===== src/hw/rtl/xclv_pkg.sv =====
// Shared types, character codes and helpers for the XOR-checked line validator.
// No dependencies; the line core, the result register and the top refer to this package by scope.
`timescale 1ns / 1ps
`default_nettype none

package xclv_pkg;

  localparam logic [7:0] ChCr    = 8'h0D;
  localparam logic [7:0] ChLf    = 8'h0A;
  localparam logic [7:0] ChSpace = 8'h20;
  localparam logic [7:0] ChStar  = 8'h2A;
  localparam logic [7:0] ChEq    = 8'h3D;
  localparam logic [7:0] Ch0     = 8'h30;
  localparam logic [7:0] Ch9     = 8'h39;
  localparam logic [7:0] ChA     = 8'h41;
  localparam logic [7:0] ChF     = 8'h46;

  localparam int unsigned LenW   = 10;
  localparam int unsigned CountW = 4;
  localparam int unsigned CfgW   = 10;

  typedef enum logic [1:0] {
    StOk      = 2'd0,
    StTooLong = 2'd1,
    StBadSum  = 2'd2,
    StNoType  = 2'd3
  } status_e;

  typedef enum logic {
    RegLineLimit  = 1'b0,
    RegFieldLimit = 1'b1
  } cfg_reg_e;

  typedef struct packed {
    status_e             status;
    logic [LenW-1:0]     content_length;
    logic [CountW-1:0]   type_length;
    logic [CountW-1:0]   field_count;
    logic [7:0]          received_checksum;
    logic [7:0]          computed_checksum;
  } verdict_t;

  typedef struct packed {
    logic       ok;
    logic [3:0] val;
  } hex_t;

  // Decode one uppercase hex digit; a bad digit reads as zero.
  function automatic hex_t hex_decode(input logic [7:0] c);
    hex_t h;
    h.ok  = 1'b1;
    h.val = 4'd0;
    if (c inside {[Ch0:Ch9]}) begin
      h.val = 4'(c - Ch0);
    end else if (c inside {[ChA:ChF]}) begin
      h.val = 4'(c - ChA) + 4'd10;
    end else begin
      h.ok = 1'b0;
    end
    return h;
  endfunction

endpackage

`default_nettype wire


===== src/hw/rtl/xclv_byte_if.sv =====
// Valid/ready channel that carries one received byte per word.
// Depends on nothing.
`timescale 1ns / 1ps
`default_nettype none

interface xclv_byte_if;
  logic       valid;
  logic       ready;
  logic [7:0] rx_byte;

  modport source (output valid, output rx_byte, input ready);
  modport sink (input valid, input rx_byte, output ready);
endinterface

`default_nettype wire


===== src/hw/rtl/xclv_verdict_if.sv =====
// Valid/ready channel that carries one line verdict per word.
// Depends on nothing.
`timescale 1ns / 1ps
`default_nettype none

interface xclv_verdict_if;
  logic       valid;
  logic       ready;
  logic [1:0] status;
  logic [9:0] content_length;
  logic [3:0] type_length;
  logic [3:0] field_count;
  logic [7:0] received_checksum;
  logic [7:0] computed_checksum;

  modport source (
    output valid, output status, output content_length, output type_length,
    output field_count, output received_checksum, output computed_checksum,
    input ready
  );
  modport sink (
    input valid, input status, input content_length, input type_length,
    input field_count, input received_checksum, input computed_checksum,
    output ready
  );
endinterface

`default_nettype wire


===== src/hw/rtl/xclv_in_stage.sv =====
// Input register: holds one accepted byte until the line core consumes it.
// Depends on xclv_byte_if.
`timescale 1ns / 1ps
`default_nettype none

module xclv_in_stage (
  input  wire logic   clk_i,
  input  wire logic   rst_ni,
  xclv_byte_if.sink   rx_i,
  input  wire logic   take_i,
  output logic        valid_o,
  output logic [7:0]  byte_o
);

  logic       valid_q, valid_d;
  logic [7:0] byte_q;
  logic       load;

  assign rx_i.ready = !valid_q || take_i;
  assign load       = rx_i.valid && rx_i.ready;

  always_comb begin
    valid_d = valid_q;
    if (load) begin
      valid_d = 1'b1;
    end else if (take_i) begin
      valid_d = 1'b0;
    end
  end

  always_ff @(posedge clk_i or negedge rst_ni) begin
    if (!rst_ni) begin
      valid_q <= 1'b0;
    end else begin
      valid_q <= valid_d;
    end
  end

  always_ff @(posedge clk_i) begin
    if (load) begin
      byte_q <= rx_i.rx_byte;
    end
  end

  assign valid_o = valid_q;
  assign byte_o  = byte_q;

endmodule

`default_nettype wire


===== src/hw/rtl/xclv_line_core.sv =====
// Line state and per-byte update: running XOR, tail check, token counts, verdict.
// Depends on xclv_pkg.
`timescale 1ns / 1ps
`default_nettype none

module xclv_line_core #(
  parameter int unsigned LINE_LIMIT_MAX = 1023,
  parameter int unsigned FIELDS_MAX     = 15,
  parameter int unsigned TYPE_LEN_MAX   = 16
) (
  input  wire logic                         clk_i,
  input  wire logic                         rst_ni,
  input  wire logic                         valid_i,
  input  wire logic [7:0]                   byte_i,
  input  wire logic                         out_free_i,
  input  wire logic [xclv_pkg::CfgW-1:0]    line_limit_i,
  input  wire logic [xclv_pkg::CountW-1:0]  field_limit_i,
  output logic                              take_o,
  output logic                              push_o,
  output xclv_pkg::verdict_t                verdict_o
);

  localparam int unsigned LimW = 12;
  localparam logic [LimW-1:0] LimMax = LimW'(LINE_LIMIT_MAX);
  localparam logic [xclv_pkg::CountW-1:0] FieldMax = xclv_pkg::CountW'(FIELDS_MAX);
  localparam logic [xclv_pkg::CountW-1:0] TokSat   = xclv_pkg::CountW'(TYPE_LEN_MAX - 1);

  logic [xclv_pkg::LenW-1:0]   line_length_q, line_length_d;
  logic                        overflow_q, overflow_d;
  logic [7:0]                  run_xor_q, run_xor_d;
  logic [7:0]                  xor_at_space_q, xor_at_space_d;
  logic                        space_seen_q, space_seen_d;
  logic [1:0]                  tail_count_q, tail_count_d;
  logic                        tail_star_q, tail_star_d;
  logic [7:0]                  tail_value_q, tail_value_d;
  logic                        tail_hex_ok_q, tail_hex_ok_d;
  logic                        tok_open_q, tok_open_d;
  logic [xclv_pkg::CountW-1:0] tok_len_q, tok_len_d;
  logic                        tok_eq_q, tok_eq_d;
  logic                        type_done_q, type_done_d;
  logic [xclv_pkg::CountW-1:0] type_len_q, type_len_d;
  logic [xclv_pkg::CountW-1:0] fields_q, fields_d;

  logic                        is_cr, is_lf, is_sp;
  logic [LimW-1:0]             limit;
  logic                        full;
  logic [xclv_pkg::CountW-1:0] cap;
  logic                        formed;
  logic                        emit;
  xclv_pkg::hex_t              hex;

  assign is_cr = (byte_i == xclv_pkg::ChCr);
  assign is_lf = (byte_i == xclv_pkg::ChLf);
  assign is_sp = (byte_i == xclv_pkg::ChSpace);
  assign hex   = xclv_pkg::hex_decode(byte_i);

  assign limit = ({2'b00, line_limit_i} < LimMax) ? {2'b00, line_limit_i} : LimMax;
  assign full  = ({2'b00, line_length_q} >= limit);
  assign cap   = (field_limit_i < FieldMax) ? field_limit_i : FieldMax;

  assign formed = space_seen_q && tail_star_q && (tail_count_q == 2'd3) && tail_hex_ok_q;
  assign emit   = is_lf && (overflow_q || (line_length_q != '0));

  // A newline needs room in the result register; other bytes always go.
  assign take_o = valid_i && (!is_lf || out_free_i);
  assign push_o = take_o && emit;

  always_comb begin
    verdict_o = '0;
    if (overflow_q) begin
      verdict_o.status = xclv_pkg::StTooLong;
    end else begin
      verdict_o.type_length       = type_len_q;
      verdict_o.field_count       = fields_q;
      verdict_o.computed_checksum = xor_at_space_q;
      if (!formed) begin
        verdict_o.status = xclv_pkg::StBadSum;
      end else begin
        verdict_o.content_length    = line_length_q - xclv_pkg::LenW'(4);
        verdict_o.received_checksum = tail_value_q;
        if (tail_value_q != xor_at_space_q) begin
          verdict_o.status = xclv_pkg::StBadSum;
        end else if (!type_done_q) begin
          verdict_o.status = xclv_pkg::StNoType;
        end else begin
          verdict_o.status = xclv_pkg::StOk;
        end
      end
    end
  end

  always_comb begin
    line_length_d  = line_length_q;
    overflow_d     = overflow_q;
    run_xor_d      = run_xor_q;
    xor_at_space_d = xor_at_space_q;
    space_seen_d   = space_seen_q;
    tail_count_d   = tail_count_q;
    tail_star_d    = tail_star_q;
    tail_value_d   = tail_value_q;
    tail_hex_ok_d  = tail_hex_ok_q;
    tok_open_d     = tok_open_q;
    tok_len_d      = tok_len_q;
    tok_eq_d       = tok_eq_q;
    type_done_d    = type_done_q;
    type_len_d     = type_len_q;
    fields_d       = fields_q;

    if (!take_o || is_cr) begin
      // hold
    end else if (is_lf) begin
      line_length_d  = '0;
      overflow_d     = 1'b0;
      run_xor_d      = '0;
      xor_at_space_d = '0;
      space_seen_d   = 1'b0;
      tail_count_d   = '0;
      tail_star_d    = 1'b0;
      tail_value_d   = '0;
      tail_hex_ok_d  = 1'b1;
      tok_open_d     = 1'b0;
      tok_len_d      = '0;
      tok_eq_d       = 1'b0;
      type_done_d    = 1'b0;
      type_len_d     = '0;
      fields_d       = '0;
    end else if (full) begin
      overflow_d = 1'b1;
    end else begin
      line_length_d = line_length_q + xclv_pkg::LenW'(1);
      if (is_sp) begin
        xor_at_space_d = run_xor_q;
        run_xor_d      = run_xor_q ^ xclv_pkg::ChSpace;
        if (tok_open_q) begin
          if (!type_done_q) begin
            type_done_d = 1'b1;
            type_len_d  = tok_len_q;
          end else if (tok_eq_q && (fields_q < cap)) begin
            fields_d = fields_q + xclv_pkg::CountW'(1);
          end
        end
        tok_open_d    = 1'b0;
        tok_len_d     = '0;
        tok_eq_d      = 1'b0;
        space_seen_d  = 1'b1;
        tail_count_d  = '0;
        tail_star_d   = 1'b0;
        tail_value_d  = '0;
        tail_hex_ok_d = 1'b1;
      end else begin
        run_xor_d  = run_xor_q ^ byte_i;
        tok_open_d = 1'b1;
        if (tok_len_q < TokSat) begin
          tok_len_d = tok_len_q + xclv_pkg::CountW'(1);
        end
        if (byte_i == xclv_pkg::ChEq) begin
          tok_eq_d = 1'b1;
        end
        if (tail_count_q == 2'd0) begin
          tail_star_d = (byte_i == xclv_pkg::ChStar);
        end else if (tail_count_q != 2'd3) begin
          tail_value_d  = {tail_value_q[3:0], hex.val};
          tail_hex_ok_d = tail_hex_ok_q && hex.ok;
        end else begin
          tail_hex_ok_d = 1'b0;
        end
        if (tail_count_q != 2'd3) begin
          tail_count_d = tail_count_q + 2'd1;
        end
      end
    end
  end

  always_ff @(posedge clk_i or negedge rst_ni) begin
    if (!rst_ni) begin
      line_length_q  <= '0;
      overflow_q     <= 1'b0;
      run_xor_q      <= '0;
      xor_at_space_q <= '0;
      space_seen_q   <= 1'b0;
      tail_count_q   <= '0;
      tail_star_q    <= 1'b0;
      tail_value_q   <= '0;
      tail_hex_ok_q  <= 1'b1;
      tok_open_q     <= 1'b0;
      tok_len_q      <= '0;
      tok_eq_q       <= 1'b0;
      type_done_q    <= 1'b0;
      type_len_q     <= '0;
      fields_q       <= '0;
    end else begin
      line_length_q  <= line_length_d;
      overflow_q     <= overflow_d;
      run_xor_q      <= run_xor_d;
      xor_at_space_q <= xor_at_space_d;
      space_seen_q   <= space_seen_d;
      tail_count_q   <= tail_count_d;
      tail_star_q    <= tail_star_d;
      tail_value_q   <= tail_value_d;
      tail_hex_ok_q  <= tail_hex_ok_d;
      tok_open_q     <= tok_open_d;
      tok_len_q      <= tok_len_d;
      tok_eq_q       <= tok_eq_d;
      type_done_q    <= type_done_d;
      type_len_q     <= type_len_d;
      fields_q       <= fields_d;
    end
  end

endmodule

`default_nettype wire


===== src/hw/rtl/xclv_out_stage.sv =====
// Result register: holds one verdict word until the sink takes it.
// Depends on xclv_pkg and xclv_verdict_if.
`timescale 1ns / 1ps
`default_nettype none

module xclv_out_stage (
  input  wire logic              clk_i,
  input  wire logic              rst_ni,
  input  wire logic              push_i,
  input  wire xclv_pkg::verdict_t verdict_i,
  output logic                   free_o,
  xclv_verdict_if.source         verdict_o
);

  logic               valid_q, valid_d;
  xclv_pkg::verdict_t data_q;

  assign free_o = !valid_q || verdict_o.ready;

  always_comb begin
    valid_d = valid_q;
    if (push_i) begin
      valid_d = 1'b1;
    end else if (verdict_o.ready) begin
      valid_d = 1'b0;
    end
  end

  always_ff @(posedge clk_i or negedge rst_ni) begin
    if (!rst_ni) begin
      valid_q <= 1'b0;
    end else begin
      valid_q <= valid_d;
    end
  end

  always_ff @(posedge clk_i) begin
    if (push_i) begin
      data_q <= verdict_i;
    end
  end

  assign verdict_o.valid             = valid_q;
  assign verdict_o.status            = data_q.status;
  assign verdict_o.content_length    = data_q.content_length;
  assign verdict_o.type_length       = data_q.type_length;
  assign verdict_o.field_count       = data_q.field_count;
  assign verdict_o.received_checksum = data_q.received_checksum;
  assign verdict_o.computed_checksum = data_q.computed_checksum;

endmodule

`default_nettype wire


===== src/hw/rtl/xor_checked_line_validator.sv =====
// XOR-checked line validator: one byte per cycle in unless a newline waits, one verdict per non-empty line out.
// A newline passes the input register, then its verdict is registered in the result register.
// Throughput: one byte every cycle while no newline waits; set by the line state, which updates once per byte.
// A newline waits only while the result register holds an untaken verdict.
// Reset (async, active low) clears all line state; line_limit 256, field_limit 8.
// Depends on xclv_pkg, xclv_byte_if, xclv_verdict_if, xclv_in_stage, xclv_line_core, xclv_out_stage.
`timescale 1ns / 1ps
`default_nettype none

module xor_checked_line_validator #(
  parameter int unsigned LINE_LIMIT_MAX = 1023,
  parameter int unsigned FIELDS_MAX     = 15,
  parameter int unsigned TYPE_LEN_MAX   = 16
) (
  input  wire logic                      clk_i,
  input  wire logic                      rst_ni,
  xclv_byte_if.sink                      rx_i,
  xclv_verdict_if.source                 verdict_o,
  input  wire logic                      cfg_we_i,
  input  wire logic                      cfg_index_i,
  input  wire logic [xclv_pkg::CfgW-1:0] cfg_wdata_i
);

  logic [xclv_pkg::CfgW-1:0]   line_limit_q;
  logic [xclv_pkg::CountW-1:0] field_limit_q;

  logic               byte_valid;
  logic [7:0]         byte_data;
  logic               take;
  logic               push;
  logic               out_free;
  xclv_pkg::verdict_t verdict;

  always_ff @(posedge clk_i or negedge rst_ni) begin
    if (!rst_ni) begin
      line_limit_q  <= xclv_pkg::CfgW'(256);
      field_limit_q <= xclv_pkg::CountW'(8);
    end else if (cfg_we_i) begin
      case (xclv_pkg::cfg_reg_e'(cfg_index_i))
        xclv_pkg::RegLineLimit:  line_limit_q  <= cfg_wdata_i;
        xclv_pkg::RegFieldLimit: field_limit_q <= cfg_wdata_i[xclv_pkg::CountW-1:0];
        default: ;
      endcase
    end
  end

  xclv_in_stage u_in (
    .clk_i   (clk_i),
    .rst_ni  (rst_ni),
    .rx_i    (rx_i),
    .take_i  (take),
    .valid_o (byte_valid),
    .byte_o  (byte_data)
  );

  xclv_line_core #(
    .LINE_LIMIT_MAX (LINE_LIMIT_MAX),
    .FIELDS_MAX     (FIELDS_MAX),
    .TYPE_LEN_MAX   (TYPE_LEN_MAX)
  ) u_core (
    .clk_i         (clk_i),
    .rst_ni        (rst_ni),
    .valid_i       (byte_valid),
    .byte_i        (byte_data),
    .out_free_i    (out_free),
    .line_limit_i  (line_limit_q),
    .field_limit_i (field_limit_q),
    .take_o        (take),
    .push_o        (push),
    .verdict_o     (verdict)
  );

  xclv_out_stage u_out (
    .clk_i     (clk_i),
    .rst_ni    (rst_ni),
    .push_i    (push),
    .verdict_i (verdict),
    .free_o    (out_free),
    .verdict_o (verdict_o)
  );

endmodule

`default_nettype wire

===== src/flat_wrapper.sv =====
// flat-port wrapper written by rule: the top's interface ports become plain ports
module xor_checked_line_validator_flat 
#(
  parameter int unsigned LINE_LIMIT_MAX = 1023,
  parameter int unsigned FIELDS_MAX     = 15,
  parameter int unsigned TYPE_LEN_MAX   = 16
)
  (clk_i, rst_ni, cfg_we_i, cfg_index_i, cfg_wdata_i, rx_i_valid, rx_i_rx_byte, rx_i_ready, verdict_o_valid, verdict_o_status, verdict_o_content_length, verdict_o_type_length, verdict_o_field_count, verdict_o_received_checksum, verdict_o_computed_checksum, verdict_o_ready);
  xclv_byte_if rx_i_i ();
  xclv_verdict_if verdict_o_i ();
  input  wire logic clk_i;
  input  wire logic rst_ni;
  input  wire logic cfg_we_i;
  input  wire logic cfg_index_i;
  input  wire logic [xclv_pkg::CfgW-1:0] cfg_wdata_i;
  input wire logic [$bits(rx_i_i.valid)-1:0] rx_i_valid;
  input wire logic [$bits(rx_i_i.rx_byte)-1:0] rx_i_rx_byte;
  output wire logic [$bits(rx_i_i.ready)-1:0] rx_i_ready;
  output wire logic [$bits(verdict_o_i.valid)-1:0] verdict_o_valid;
  output wire logic [$bits(verdict_o_i.status)-1:0] verdict_o_status;
  output wire logic [$bits(verdict_o_i.content_length)-1:0] verdict_o_content_length;
  output wire logic [$bits(verdict_o_i.type_length)-1:0] verdict_o_type_length;
  output wire logic [$bits(verdict_o_i.field_count)-1:0] verdict_o_field_count;
  output wire logic [$bits(verdict_o_i.received_checksum)-1:0] verdict_o_received_checksum;
  output wire logic [$bits(verdict_o_i.computed_checksum)-1:0] verdict_o_computed_checksum;
  input wire logic [$bits(verdict_o_i.ready)-1:0] verdict_o_ready;
  assign rx_i_i.valid = rx_i_valid;
  assign rx_i_i.rx_byte = rx_i_rx_byte;
  assign rx_i_ready = rx_i_i.ready;
  assign verdict_o_valid = verdict_o_i.valid;
  assign verdict_o_status = verdict_o_i.status;
  assign verdict_o_content_length = verdict_o_i.content_length;
  assign verdict_o_type_length = verdict_o_i.type_length;
  assign verdict_o_field_count = verdict_o_i.field_count;
  assign verdict_o_received_checksum = verdict_o_i.received_checksum;
  assign verdict_o_computed_checksum = verdict_o_i.computed_checksum;
  assign verdict_o_i.ready = verdict_o_ready;
  xor_checked_line_validator #(.LINE_LIMIT_MAX(LINE_LIMIT_MAX), .FIELDS_MAX(FIELDS_MAX), .TYPE_LEN_MAX(TYPE_LEN_MAX)) u_core (.clk_i(clk_i), .rst_ni(rst_ni), .rx_i(rx_i_i), .verdict_o(verdict_o_i), .cfg_we_i(cfg_we_i), .cfg_index_i(cfg_index_i), .cfg_wdata_i(cfg_wdata_i));
endmodule

===== config.mk =====
export PLATFORM = sky130hd
export DESIGN_NAME = xor_checked_line_validator_flat
export DESIGN_NICKNAME = d
export VERILOG_FILES = /design/src/hw/rtl/xclv_pkg.sv /design/src/hw/rtl/xclv_byte_if.sv /design/src/hw/rtl/xclv_verdict_if.sv /design/src/hw/rtl/xclv_in_stage.sv /design/src/hw/rtl/xclv_line_core.sv /design/src/hw/rtl/xclv_out_stage.sv /design/src/hw/rtl/xor_checked_line_validator.sv /design/src/flat_wrapper.sv
export SDC_FILE = /design/constraint.sdc
export NUM_CORES = 1
export LEC_CHECK = 0
export BUFFER_PORTS_ARGS = -buffer_cell sky130_fd_sc_hd__buf_2
export CORE_MARGIN = 4
export CORE_UTILIZATION = 50
export CTS_BUF_LIST = sky130_fd_sc_hd__clkbuf_8
export CTS_CLUSTER_DIAMETER = 150
export DETAILED_ROUTE_END_ITERATION = 10
export GPL_ROUTABILITY_DRIVEN = 0
export GPL_TIMING_DRIVEN = 0
export HOLD_SLACK_MARGIN = 0.05
export PLACE_DENSITY = 0.7
export SKIP_CTS_REPAIR_TIMING = 1
export SYNTH_ARGS = -nofsm -noshare
export SYNTH_HDL_FRONTEND = slang
export SYNTH_SLANG_ARGS = --single-unit

===== constraint.sdc =====
create_clock -name clk_i -period 4.1 [get_ports clk_i]
set_input_delay 0.205 -clock clk_i [delete_from_list [all_inputs] [get_ports clk_i]]
set_output_delay 0.205 -clock clk_i [all_outputs]
set_load 0.005 [all_outputs]

==> summary by stage <==
Drt
Using the TritonRoute via totals, the vias-per-cell ratio works out to about 5.4. After detailed routing, the average wire length per cell comes to 15.8 um. The residual DRC count is 0. The final layout contains routed wiring with a total length of approximately 12,000 um.

Detailed routing inserted a total of around 4k vias. The detail route stage leaves a number of antenna-violating nets equal to 0. The detailed router finished its first iteration with about 330 violations. The first TritonRoute pass finished after 4 iterations.

Timing
The tightest hold path in the finished design has a slack of around 0.2 ns. For the final database, setup skew stands at approximately 0.016 ns. The final worst-path cycle share is 69.5%. Counting I/O delays and the setup requirement, the final critical path takes roughly 2.8 ns.

Setup violations remaining at the end of the flow were counted as 0. The final count of pins violating max slew is 0. Static timing analysis puts the maximum clock frequency at approximately 0.35 GHz. The hold violation total from the final report is 0. For the pin with the worst max-slew slack, the measured transition is 0.893 ns.

Setup repair after global routing left no endpoint under its margin. In this run the tightest slew margin relative to its limit is between 40% and 50%.

Power and ir drop
After layout, the design draws a total of approximately 3.7 mW. Across the VDD grid, the largest voltage drop is between 0.0002 and 0.00025 V. In this run the power density over the cells is about 540 mW/mm2. Summed over all cells, the static leakage comes to slightly below 3 nW.

Status
The run finished with clean final reports.

Synthesis
Synthesis produced approximately 490 cells. For this run, asynchronously set or reset flops after synthesis account for 61.7%. Among all cell types in the netlist, the one instantiated most often is sky130_fd_sc_hd__dfrtp_1. The cell type with the largest total area after synthesis is sky130_fd_sc_hd__dfrtp_1. After synthesis, the cell types taking the most area are sky130_fd_sc_hd__dfrtp_1 (30%), sky130_fd_sc_hd__edfxtp_1 (23%), sky130_fd_sc_hd__ha_1 (6.0%), sky130_fd_sc_hd__nor2b_1 (3.0%), sky130_fd_sc_hd__nor2_1 (2.5%). Sequential cells were found to cover a little under three fifths of the synthesized design area. After synthesis the cells add up to roughly 0.0056 mm2. In this run the biggest area consumer among cell types represents 30.2% of the synthesized area. By count the netlist is led by sky130_fd_sc_hd__dfrtp_1 (68), sky130_fd_sc_hd__edfxtp_1 (44), sky130_fd_sc_hd__nor2_1 (37). The number of distinct library cell variants in the gate-level netlist after synthesis is a little over 60. The number of synthesis warnings is 0. Counting every net in the synthesized netlist gives approximately 540. Counting flops with a built-in enable in the synthesized netlist gives 44.

The number of storage elements in the synthesis netlist is 115. The synthesized area divided by synthesized cell count is 11.6 um2. Among all flip-flop cells after synthesis, the most frequent one is sky130_fd_sc_hd__dfrtp_1.

Clock tree
The total number of H-tree levels is 4. The number of buffers created by CTS is 17. The clock latency of the later-clocked register in the worst-skew pair is 0.43 ns. Clock-pin slew was measured on the worst setup and hold paths at roughly 0.080 ns. The root buffer cell chosen for the clock tree is sky130_fd_sc_hd__clkbuf_8. The maximum count of clock buffers along a single path is 2. The CTS tree is built. Clock tree synthesis found a total of around 120 sinks.

Worst setup path
The critical path data arrival time is 2.98 ns. On the critical path, the stage with the largest delay is an instance of sky130_fd_sc_hd__a41oi_4. The critical path data required time is about 4.2 ns. The largest stage delay on the critical path is between 0.6 and 0.7 ns. Walking the worst path, the cells encountered are inv_1 -> ha_1 -> and3b_1 -> and2_4 -> buf_6 -> nand3_1 -> a41oi_4 -> buf_16. The number of cells on the worst reg-to-reg path is 8. The worst register-to-register path ends at u_core.u_out.verdict_o.status[1]. The launching element type of the critical path is a flip-flop. The worst setup path is of the flip-flop to flip-flop kind. The launch point of the worst reg-to-reg path is u_core.u_in.byte_o[0]. Of all nets on the critical path, the largest fanout is 24. The setup slack on the worst flop-to-flop path is roughly 1.3 ns. STA classifies the critical path endpoint as a flip-flop.

Worst hold path
The startpoint of the most critical hold path is cfg_we_i. The sink of the worst hold path is u_core.field_limit_q[3]. The kind of path behind the tightest hold check is input pin to flip-flop. Counting instances, the worst hold path has a depth of 3.

Layout
The number of standard cells in the layout, taps in and fillers out is roughly 740. The layout net count is between 600 and 700. The antenna cell count is 0. The area growth from synthesis to layout is 21.0%.

Cells with a size suffix above 1 make up ~22% of the layout.

Die
The die area is around 0.013 mm2. between 60 and 70 I/O pins were placed. The initial core utilization is about half. The chip width is approximately 110 um.

The floorplan step set the die height to about 110 um. The total core area is around 0.011 mm2. The initialized floorplan defines 38 standard-cell rows.

Job
The max-cap violation count is 0.

GRT
The global-route wire length before repair is roughly 19,000 um. Entering global routing, the biggest net connects 72 pins. The via count of the first global-routing pass is ~3.8k. The total overflow left after global routing is 0. The number of antenna violations at the first check in global routing is 0. The all-layer global routing usage is between 10% and 20%.

Placed design
The count of input and output buffers is 61. In this run, placement finished with an instance count of 687. The wire-length estimate of the detail-placed layout is ~8000 um.
## per-layer routing
layer	global-route usage (%)	up-vias	routed length, um
met4	5.78	0	157
met1	27.4	1919	5440
met5	0	-	0
met3	3.86	13	673
li1	-	1959	-
met2	28.2	128	5380
## sequential cells by signal, summed over array words and instances (netlist names), 2 cells and up
signal                                    flops
u_core.line_limit_q                          10
u_core.u_core.line_length_q                  10
u_core.u_out.verdict_o.content_length        10
u_core.u_core.run_xor_q                       8
u_core.u_core.tail_value_q                    8
u_core.u_core.xor_at_space_q                  8
u_core.u_in.byte_o                            8
u_core.u_out.verdict_o.computed_checksum      8
u_core.u_out.verdict_o.received_checksum      8
u_core.field_limit_q                          4
u_core.u_core.fields_q                        4
u_core.u_core.tok_len_q                       4
u_core.u_core.type_len_q                      4
u_core.u_out.verdict_o.field_count            4
u_core.u_out.verdict_o.type_length            4
u_core.u_core.tail_count_q                    2
u_core.u_out.verdict_o.status                 2
## cell type report
| type | instances | area (um2) |
|---|---|---|
| buffer | 16 | 98.8 |
| clock buffer | 17 | 234 |
| clock inverter | 15 | 218 |
| fill | 901 | 4130 |
| inverter | 24 | 90.1 |
| multi-input combinational | 330 | 2360 |
| sequential | 115 | 3100 |
| tap | 140 | 175 |
| timing repair buffer | 82 | 536 |
## worst max path at each step
stage | start | to | slack, ns
detailed placement | u_core.u_in.byte_o[0] | u_core.u_out.verdict_o.received_checksum[0] | 1.28
CTS | u_core.u_in.byte_o[0] | u_core.u_out.verdict_o.status[0] | 1.25
global placement | u_core.u_in.byte_o[0] | u_core.u_out.verdict_o.received_checksum[0] | -0.62
floorplan | u_core.u_in.byte_o[0] | u_core.u_out.verdict_o.computed_checksum[0] | 0.39
global route | u_core.u_in.byte_o[0] | u_core.u_out.verdict_o.status[1] | 1.06
finish | u_core.u_in.byte_o[0] | u_core.u_out.verdict_o.status[1] | 1.25
## report_power, final
group	internal, mW	switching (mW)
combinational	0.407	0.498
sequential	1.37	0.210
clock	0.681	0.524
## cell families (layout without fill, tap and decap cells)
logic type | after synthesis | in the layout | synth area share, %
and+or+nand+nor | 181 | 181 | 17.9
DFF | 115 | 115 | 55.1
AOI/OAI and AO/OA | 92 | 92 | 12.7
buffers and inverters | 40 | 154 | 3.36
adders and majority gates | 27 | 27 | 6.00
xor gates and xnor gates | 23 | 23 | 3.58
muxes | 7 | 7 | 1.36
## cell usage in the layout (no fill, tap or decap), types with 5 or more instances in the layout
cell,instances
sky130_fd_sc_hd__dfrtp_1,68
sky130_fd_sc_hd__buf_2,61
sky130_fd_sc_hd__edfxtp_1,44
sky130_fd_sc_hd__nor2_1,37
sky130_fd_sc_hd__nand2_1,36
sky130_fd_sc_hd__o21ai_0,27
sky130_fd_sc_hd__nor2b_1,27
sky130_fd_sc_hd__ha_1,27
sky130_fd_sc_hd__inv_1,24
sky130_fd_sc_hd__dlygate4sd3_1,20
sky130_fd_sc_hd__nand3_1,18
sky130_fd_sc_hd__clkbuf_8,17
sky130_fd_sc_hd__a21oi_1,13
sky130_fd_sc_hd__xnor2_1,12
sky130_fd_sc_hd__a22o_1,12
sky130_fd_sc_hd__xor2_1,11
sky130_fd_sc_hd__and2_1,9
sky130_fd_sc_hd__clkbuf_1,8
sky130_fd_sc_hd__nor4_1,8
sky130_fd_sc_hd__o31ai_1,8
sky130_fd_sc_hd__a221o_1,7
sky130_fd_sc_hd__nor4b_1,6
sky130_fd_sc_hd__nand2b_1,6
sky130_fd_sc_hd__inv_6,6
sky130_fd_sc_hd__buf_4,5
sky130_fd_sc_hd__mux2_2,5
sky130_fd_sc_hd__or4_1,5
## worst max-delay path, delay by kind of cell (launching register included)
family | cells | cell delay (ns)
AOI/OAI and AO/OA | 1 | 0.67
buffers and inverters | 3 | 0.58
and+or+nand+nor | 3 | 0.66
adders and majority gates | 1 | 0.17
DFF | 1 | 0.46
## stage by stage
stage / utilization, % / setup TNS (ns) / setup WS (ns) / cell area [um2]
final: 62.3 / 0 / 1.25 / 6810
after global routing: 62.3 / 0 / 1.06 / 6810
after CTS: 60.4 / 0 / 1.25 / 6610
after detailed placement: 56.3 / 0 / 1.28 / 6160
after global placement: 55.9 / -22.83 / -0.620 / 6110
after floorplan: - / 0 / 0.388 / 5630
Note: power is estimated with default switching activity, not from simulation.
